### config.mk
export PLATFORM = sky130hd
export DESIGN_NAME = rcd_out_buf
export DESIGN_NICKNAME = d
export VERILOG_FILES = /design/src/rtl/core/rtt_congestion_detector_macros.svh /design/src/rtl/core/rcd_pkg.sv /design/src/rtl/core/rcd_out_buf.sv
export SDC_FILE = /design/constraint.sdc
export NUM_CORES = 1
export LEC_CHECK = 0
export BUFFER_PORTS_ARGS = -buffer_cell sky130_fd_sc_hd__buf_4
export CAP_MARGIN = 20
export CORE_MARGIN = 2
export CORE_UTILIZATION = 35
export CTS_CLUSTER_SIZE = 30
export DETAILED_ROUTE_END_ITERATION = 12
export MAX_ROUTING_LAYER = met4
export REMOVE_ABC_BUFFERS = 1
export SETUP_SLACK_MARGIN = 0.05
export SLEW_MARGIN = 5
export SYNTH_ARGS = -nofsm -noshare
export SYNTH_HDL_FRONTEND = slang
export SYNTH_SLANG_ARGS = --single-unit
### constraint.sdc
create_clock -name clk_i -period 4.54 [get_ports clk_i]
set_input_delay 0.681 -clock clk_i [delete_from_list [all_inputs] [get_ports clk_i]]
set_output_delay 0.681 -clock clk_i [all_outputs]
set_load 0.02 [all_outputs]
### src/rtl/core/rtt_congestion_detector_macros.svh
// assertion helpers for the rtt congestion detector
// define NO_ASSERTIONS to compile them out
`ifndef RTT_CONGESTION_DETECTOR_MACROS_SVH
`define RTT_CONGESTION_DETECTOR_MACROS_SVH

`ifndef NO_ASSERTIONS

// same-cycle implication, disabled in reset
`define RCD_ASSERT_IMP(lbl, clk, rst_n, ante, cons) \
  lbl: assert property (@(posedge clk) disable iff (!rst_n) (ante) |-> (cons)) \
    else $error("%m: assertion failed");

// next-cycle implication, disabled in reset
`define RCD_ASSERT_NXT(lbl, clk, rst_n, ante, cons) \
  lbl: assert property (@(posedge clk) disable iff (!rst_n) (ante) |=> (cons)) \
    else $error("%m: assertion failed");

`else

`define RCD_ASSERT_IMP(lbl, clk, rst_n, ante, cons)
`define RCD_ASSERT_NXT(lbl, clk, rst_n, ante, cons)

`endif

`endif

### src/rtl/core/rcd_pkg.sv
`default_nettype none

package rcd_pkg;

  // field widths
  localparam int unsigned MEAN_W     = 24;
  localparam int unsigned TIME_W     = 48;
  localparam int unsigned PCT_W      = 7;
  localparam int unsigned RECOVERY_W = 26;
  localparam int unsigned STATUS_W   = 2;
  localparam int unsigned TENS_W     = 4;

  // configuration port
  localparam int unsigned CFG_IDX_W  = 4;
  localparam int unsigned CFG_DATA_W = 26;
  localparam logic [CFG_IDX_W-1:0] CFG_IDX_THRESHOLD = 4'd0;
  localparam logic [CFG_IDX_W-1:0] CFG_IDX_RECOVERY  = 4'd1;

  localparam logic [PCT_W-1:0]      THRESHOLD_RST = 7'd90;
  localparam logic [RECOVERY_W-1:0] RECOVERY_RST  = 26'd5000000;

  // recent-signal window
  localparam logic [TIME_W-1:0] RECENT_US = 48'd1000000;

  // congestion status codes
  localparam logic [STATUS_W-1:0] ST_NONE     = 2'd0;
  localparam logic [STATUS_W-1:0] ST_BUILDING = 2'd1;
  localparam logic [STATUS_W-1:0] ST_IMMINENT = 2'd2;

  localparam logic [PCT_W-1:0] PCT_MAX      = 7'd100;
  localparam logic [PCT_W-1:0] BUILDING_MIN = 7'd50;

  typedef enum logic [1:0] {
    TREND_UNDEF  = 2'd0,
    TREND_INC    = 2'd1,
    TREND_STABLE = 2'd2,
    TREND_DEC    = 2'd3
  } trend_e;

  typedef struct packed {
    logic [MEAN_W-1:0] rtt_mean_us;
    logic [MEAN_W-1:0] rtt_spread_us;
    logic [1:0]        trend_code;
    logic              spike_seen;
    logic [TIME_W-1:0] now_us;
  } rtt_sample_t;

  typedef struct packed {
    logic [STATUS_W-1:0] congestion_status;
    logic [PCT_W-1:0]    confidence_pct;
  } rcd_result_t;

  typedef struct packed {
    logic [CFG_IDX_W-1:0]  index;
    logic [CFG_DATA_W-1:0] data;
  } cfg_write_t;

  // per-sample window slot: occupied, and step into it was a decrease
  typedef struct packed {
    logic filled;
    logic brk;
  } rcd_slot_t;

endpackage

`default_nettype wire

### src/rtl/core/rcd_out_buf.sv
`default_nettype none

module rcd_out_buf
  import rcd_pkg::*;
(
  input  wire              clk_i,
  input  wire              rst_ni,
  input  wire              push_i,
  input  wire rcd_result_t data_i,
  output logic             space_o,
  output logic             valid_o,
  input  wire              ready_i,
  output rcd_result_t      data_o
);

  rcd_result_t mem_q [2];
  logic        wr_ptr_q, rd_ptr_q;
  logic [1:0]  cnt_d, cnt_q;
  logic        pop;

  assign pop     = valid_o && ready_i;
  assign valid_o = (cnt_q != 2'd0);
  assign space_o = (cnt_q != 2'd2);
  assign data_o  = mem_q[rd_ptr_q];

  // occupancy
  always_comb begin
    cnt_d = cnt_q;
    case ({push_i, pop})
      2'b10:   cnt_d = cnt_q + 2'd1;
      2'b01:   cnt_d = cnt_q - 2'd1;
      default: cnt_d = cnt_q;
    endcase
  end

  always_ff @(posedge clk_i or negedge rst_ni) begin
    if (!rst_ni) begin
      cnt_q    <= 2'd0;
      wr_ptr_q <= 1'b0;
      rd_ptr_q <= 1'b0;
    end else begin
      cnt_q <= cnt_d;
      if (push_i) begin
        wr_ptr_q <= ~wr_ptr_q;
      end
      if (pop) begin
        rd_ptr_q <= ~rd_ptr_q;
      end
    end
  end

  // result storage
  always_ff @(posedge clk_i) begin
    if (push_i) begin
      mem_q[wr_ptr_q] <= data_i;
    end
  end

endmodule

`default_nettype wire

==> results of run 1 <==
==> worst max-delay path, cell delays in order, from the launching register on <==
cell and delay, ns:
dfrtp_1 0.62, mux2_2 0.40, buf_4 0.16
==> through the flow <==
stage               hold slack [ns]  utilization  total power, W
finish                       0.1384       0.4761       0.0006451
global route                 0.1184       0.4761       0.0006842
CTS                          0.1331       0.4761       0.0006556
detailed placement           0.4757       0.4645       0.0005641
global placement             0.4721       0.4645       0.0005618
floorplan                    0.3854            -       0.0004671
==> cell type report <==
type / instances / area, um2
clock inverters: 1 / 3.754
inverters: 1 / 3.754
flip-flops and latches: 22 / 640.6
multi-input cells: 21 / 195.2
well taps: 28 / 35.03
repair buffers: 23 / 172.7
clock buffers: 3 / 22.52
fillers: 217 / 1181
==> path summary, 6_finish.rpt <==
| path | from | end | slack, ns | depth (start not counted) |
|---|---|---|---|---|
| max in group asynchronous | rst_ni | cnt_q[1] | 4.29 | 1 |
| setup / recovery | rd_ptr_q | data_o[2] | 2.38 | 2 |
| hold reg to reg | wr_ptr_q | wr_ptr_q | 0.50 | 1 |
| hold / removal | rst_ni | wr_ptr_q | 0.14 | 1 |
| setup reg to reg | cnt_q[0] | cnt_q[1] | 3.03 | 5 |
| min in group clk_i | wr_ptr_q | wr_ptr_q | 0.50 | 1 |
==> power by group through the flow <==
| stage | combinational [W] | sequential [W] | clock, W |
|---|---|---|---|
| final | 0.000244 | 0.000311 | 0.0000904 |
| after CTS | 0.000249 | 0.000313 | 0.0000937 |
| after global placement | 0.000246 | 0.000316 | 0 |
| after detailed placement | 0.000247 | 0.000317 | 0 |
| after floorplan | 0.000161 | 0.000306 | 0 |
| after global routing | 0.000264 | 0.000319 | 0.000101 |
==> kinds of logic after synthesis <==
logic type / count (synthesis) / synth area share
and+or+nand+nor: 6 / 0.04446
adders and majority gates: 1 / 0.01481
muxes: 9 / 0.1200
xor gates and xnor gates: 5 / 0.05186
buffers and inverters: 2 / 0.01036
DFF: 22 / 0.7585
==> synth_stat cells, drive strengths merged <==
library cell | number | area [um2]
and2 | 2 | 15.02
buf | 1 | 5.000
or2 | 1 | 8.760
dfrtp | 4 | 100.1
xnor2 | 2 | 17.52
ha | 1 | 12.51
edfxtp | 18 | 540.5
xor2 | 3 | 26.28
mux2 | 9 | 101.4
inv | 1 | 3.750
nor2 | 2 | 7.510
nand2b | 1 | 6.260
==> metal layers <==
metal / wire length [um] / part of all wire / track usage
met4: 29 / 0.022 / 0.07692
met3: 83 / 0.063 / 0.02542
met5: 0 / 0 / -
met1: 565 / 0.43 / 0.1337
met2: 649 / 0.49 / 0.1667
==> registers in the layout, indices dropped and copies added (netlist names) <==
signal and cells:
cnt_q 2, wr_ptr_q 1, rd_ptr_q 1, mem_q 18
==> reports/results.tsv, run 1 <==
stage	metric	value	unit
clock_network	clock_latency	0.31	ns
grt	grt_pass1_vias	459	
cells_and_area	fin_area	1074	um2
clock_network	h-tree-depth	1	
yosys	ys_seq_area_frac	0.7585	
cells_and_area	nNetsFinal	86	
yosys	synth_cells	45	
clock_network	post_cts_buffers	0	
timing	finalCriticalPeriod	2.156	ns
grt	antenna_found_initial	0	
worst_setup_path	critical_path.max_fanout	10	
timing	rsz0062_at_grt	false	
detailed_routing	drtIter0Drc	2	
pwr	internal-power	0.0004331	W
die	boundaryPins	24	
clock_network	cts_tree	done	
yosys	ys_warn_count	0	
die	core_area	2255	um2
placement	placed_cell_area	1047	um2
grt	grt_max_degree	13	
status	status	finished clean	
timing	finalCritPeriodShare	0.4749	
worst_setup_path	critPathCaptureType	output pin	
placement	place_congestion	0.6157	
worst_setup_path	arrival	1.48	ns
clock_network	clk_path_buf_depth	2	
grt	grt_first_pass_wirelength	2056	um
die	dieWidth	53.12	um
clock_network	post_cts_resized	0	
grt	grt_overflow	0	
detailed_routing	firstDrtPassIters	2	
detailed_routing	wirelength	1328	um
flow_run	maxCapViolations	0	
die	rows	17	
yosys	synth_cell_type_count	13	
detailed_routing	wl_per_cell	13.41	um
clock_network	cts.sinks	22	
worst_setup_path	cp-start-kind	flip-flop	
pwr	clockPowerShare	0.140	
cells_and_area	drive_gt1_frac	0.5211	
yosys	synth-seq-cells	22	
placement	dpl.hpwl	905.1	um
pwr	p_sw	0.0002121	W
worst_hold_path	hold_class	primary input to async pin	
timing	fmax	463.8	MHz
placement	place_worst_setup_slack	2.700	ns
timing	slew_viol_final	0	
worst_setup_path	crit_type	flip-flop to output pin	
cells_and_area	final_common_cell	buf_4	
pwr	p_seq_frac	0.482	
die	dieArea	2822	um2
placement	portBuffers	23	
cells_and_area	final_cells	99	
timing	fin_setup_tns	0	ns
yosys	synth_area	844.6	um2
clock_network	path_clk_slew	0.12	ns
pwr	p_sw_frac	0.3287	
timing	finalHoldViolations	0	
die	die_h	53.12	um
pwr	power_density	601.0	nW/um2
detailed_routing	ant_nets	0	
pwr	p_leak	0.4239	nW
timing	max_slew.worst_pin.slew	0.7675	ns
cells_and_area	n_antenna_cell	0	
detailed_routing	drc	0	
worst_setup_path	worst_ep_required_time	3.86	ns
timing	setup_viol	0	
clock_network	cts_root_buf	clkbuf_4	
pwr	combPwrFrac	0.378	
cells_and_area	final_cell_mix	buf_4, edfxtp_1, mux2_2	
yosys	avgSynthCellArea	18.77	um2
timing	slew_headroom	0.4864	
detailed_routing	via_per_inst	4.485	
clock_network	hold_buffers	0	
pwr	ir_drop	0.0002628	V
timing	fin_ws	2.384	ns
timing	fin_skew	0.01039	ns
detailed_routing	dr_total_vias	444	
placement	dp.cells	95	
clock_network	cts_buffers	3	
die	start_util	0.3746	
grt	grt_usage	0.1115	
cells_and_area	syn_to_final_growth	27.11	%
(Power assumes the default switching activity.)
==> run 2, diff against run 1 <==
==> constraint.sdc (replaced) <==
create_clock -name clk_i -period 1.9 [get_ports clk_i]
set_input_delay 0.285 -clock clk_i [delete_from_list [all_inputs] [get_ports clk_i]]
set_output_delay 0.285 -clock clk_i [all_outputs]
set_load 0.02 [all_outputs]
==> run 2 against run 1 <==
Net effect: via count rose by 2.3%; clock skew fell by 0.0071 ns; power rose by 140%; sequential power rose by 140%; final area rose by 1.7%; clock power rose by 130%; cell count rose by 2.0%; combinational power rose by 140%; critical path type unchanged; critical endpoint is now data_o[7]; largest cell class unchanged; largest power group unchanged.
==> reports/results.tsv, run 2 (same netlist as run 1, synthesis figures left out) <==
stage	metric	value	unit
worst_hold_path	hold_class	primary input to flip-flop	
cells_and_area	seq_area	641.9	um2
cells_and_area	multi_input_area	195.2	um2
timing	finalCriticalPeriod	1.642	ns
clock_network	cts_buffers	3	
cells_and_area	max_flop_register	mem_q	
cells_and_area	drive_gt1_frac	0.5342	
clock_network	post_cts_buffers	0	
clock_network	cts_root_buf	clkbuf_4	
pwr	power_density	1415	nW/um2
timing	slew_viol_final	0	
timing	fin_skew	0.003333	ns
pwr	p_leak	0.4322	nW
clock_network	clock_latency	0.30	ns
cells_and_area	n_antenna_cell	0	
worst_setup_path	cp-start-kind	flip-flop	
grt	grt_max_degree	13	
die	core_area	2255	um2
timing	max_slew.worst_pin.slew	0.4231	ns
placement	dp.cells	96	
worst_setup_path	slowest_delay	0.53	ns
detailed_routing	wirelength	1284	um
grt	grt_first_pass_wirelength	2056	um
worst_hold_path	hp-start	push_i	
grt	grt_pass1_vias	488	
die	start_util	0.3746	
detailed_routing	firstDrtPassIters	2	
worst_hold_path	worstHoldEndpoint	wr_ptr_q	
worst_setup_path	r2r-start	cnt_q[0]	
pwr	total_power	0.001546	W
clock_network	cts.sinks	22	
flow_run	maxCapViolations	0	
placement	placed_cell_area	1055	um2
die	rows	17	
die	dieWidth	53.12	um
worst_setup_path	critical_path.max_fanout	10	
worst_setup_path	worst_ep_required_time	1.62	ns
placement	place_congestion	0.6444	
placement	portBuffers	23	
worst_setup_path	crit_path_cell_trace	mux2_2 -> buf_4	
pwr	ir_drop	0.0006332	V
timing	finalHoldViolations	0	
grt	grt_util_met3	0.03107	
cells_and_area	final_cell_mix	buf_4, edfxtp_1, mux2_2	
cells_and_area	fin_area	1092	um2
detailed_routing	wl_per_cell	12.71	um
worst_hold_path	hold_depth	2	
worst_setup_path	crit_type	flip-flop to output pin	
cells_and_area	fillCellCount	218	
grt	grt_overflow	0	
timing	setup_viol	0	
timing	fmax	608.8	MHz
grt	antenna_found_initial	0	
cells_and_area	final_util	0.4845	
worst_setup_path	critPathSlowestCell	dfrtp_2	
cells_and_area	largest_register_ffs	18	
grt	top_usage_layer	met2	
grt	grt_usage	0.1122	
clock_network	path_clk_slew	0.12	ns
die	die_h	53.12	um
detailed_routing	drc	0	
detailed_routing	drtIter0Drc	1	
cells_and_area	final_common_cell	buf_4	
worst_setup_path	rr_endpoint	cnt_q[1]	
cells_and_area	nNetsFinal	88	
detailed_routing	via_per_inst	4.495	
worst_setup_path	r2r_slack	0.39	ns
worst_setup_path	worst_r2r_path_depth	5	
clock_network	h-tree-depth	1	
clock_network	clk_path_buf_depth	2	
timing	slew_headroom	0.7180	
die	boundaryPins	24	
grt	grtUsageMet2	0.2208	
cells_and_area	top_regs	mem_q (18), cnt_q (2)	
worst_setup_path	arrival	1.36	ns
timing	rsz0062_at_grt	false	
timing	finalCritPeriodShare	0.8645	
detailed_routing	dr_total_vias	454	
timing	fin_setup_tns	0	ns
clock_network	cts_tree	done	
grt	grt.met1_usage	0.09541	
cells_and_area	syn_to_final_growth	29.33	%
worst_setup_path	critPathCaptureType	output pin	
cells_and_area	final_cells	101	
detailed_routing	ant_nets	0	
status	status	finished clean	
die	dieArea	2822	um2
## run 2: cell count changes in the layout (fill, tap and decap cells not counted), sizes merged
| cell | previous run | this run |
|---|---|---|
| buf | 23 | 24 |
| dlygate4sd3 | 0 | 1 |
## run 2: power by group
group	total [W]	leakage, nW	internal [W]	switching (W)
logic	0.000590	0.202	0.000311	0.000279
registers	0.000748	0.215	0.000657	0.0000915
clock network	0.000207	0.0154	0.0000764	0.000131
## run 2: cell type report
class | instances | share of cell area
repair buffers | 25 | 0.1741
multi-input cells | 21 | 0.1787
clock inverters | 1 | 0.003436
well taps | 28 | 0.03207
flip-flops and latches | 22 | 0.5876
clock buffers | 3 | 0.02062
inverters | 1 | 0.003436
## run 2: worst max-delay path, delay by kind of cell, from the launching register on
family | cells | cell delay (ns)
buf+inv | 1 | 0.16
mux | 1 | 0.37
flops | 1 | 0.53
## run 2: worst max path at each step
stage | end | start | cells after the start | slack, ns
floorplan | cnt_q[1] | cnt_q[0] | 5 | 0.42
global placement | cnt_q[1] | cnt_q[0] | 5 | 0.44
detailed placement | cnt_q[1] | cnt_q[0] | 5 | 0.38
CTS | data_o[7] | rd_ptr_q | 2 | 0.09
global route | data_o[4] | rd_ptr_q | 2 | 0.18
finish | data_o[7] | rd_ptr_q | 2 | 0.26
## run 2: metrics by stage
step,hold WS [ns],setup slack (ns)
after global placement,0.08611,0.4385
after floorplan,-0.01059,0.4188
final,0.1631,0.2575
after detailed placement,0.08857,0.3795
after CTS,0.1504,0.09079
after global routing,0.1359,0.1778
## run 2: metal layers
metal	up-vias	wire length (um)	share of wire
met4	0	0	0
met2	14	727	0.57
li1	217	-	-
met3	0	94	0.073
met1	223	462	0.36
met5	-	0	0
## run 2: timing repair
item,4_1_cts,5_1_grt
gates resized for setup,0,1
hold buffers,1,0
endpoints found under the hold margin,4,0
endpoints found under the setup margin,0,9
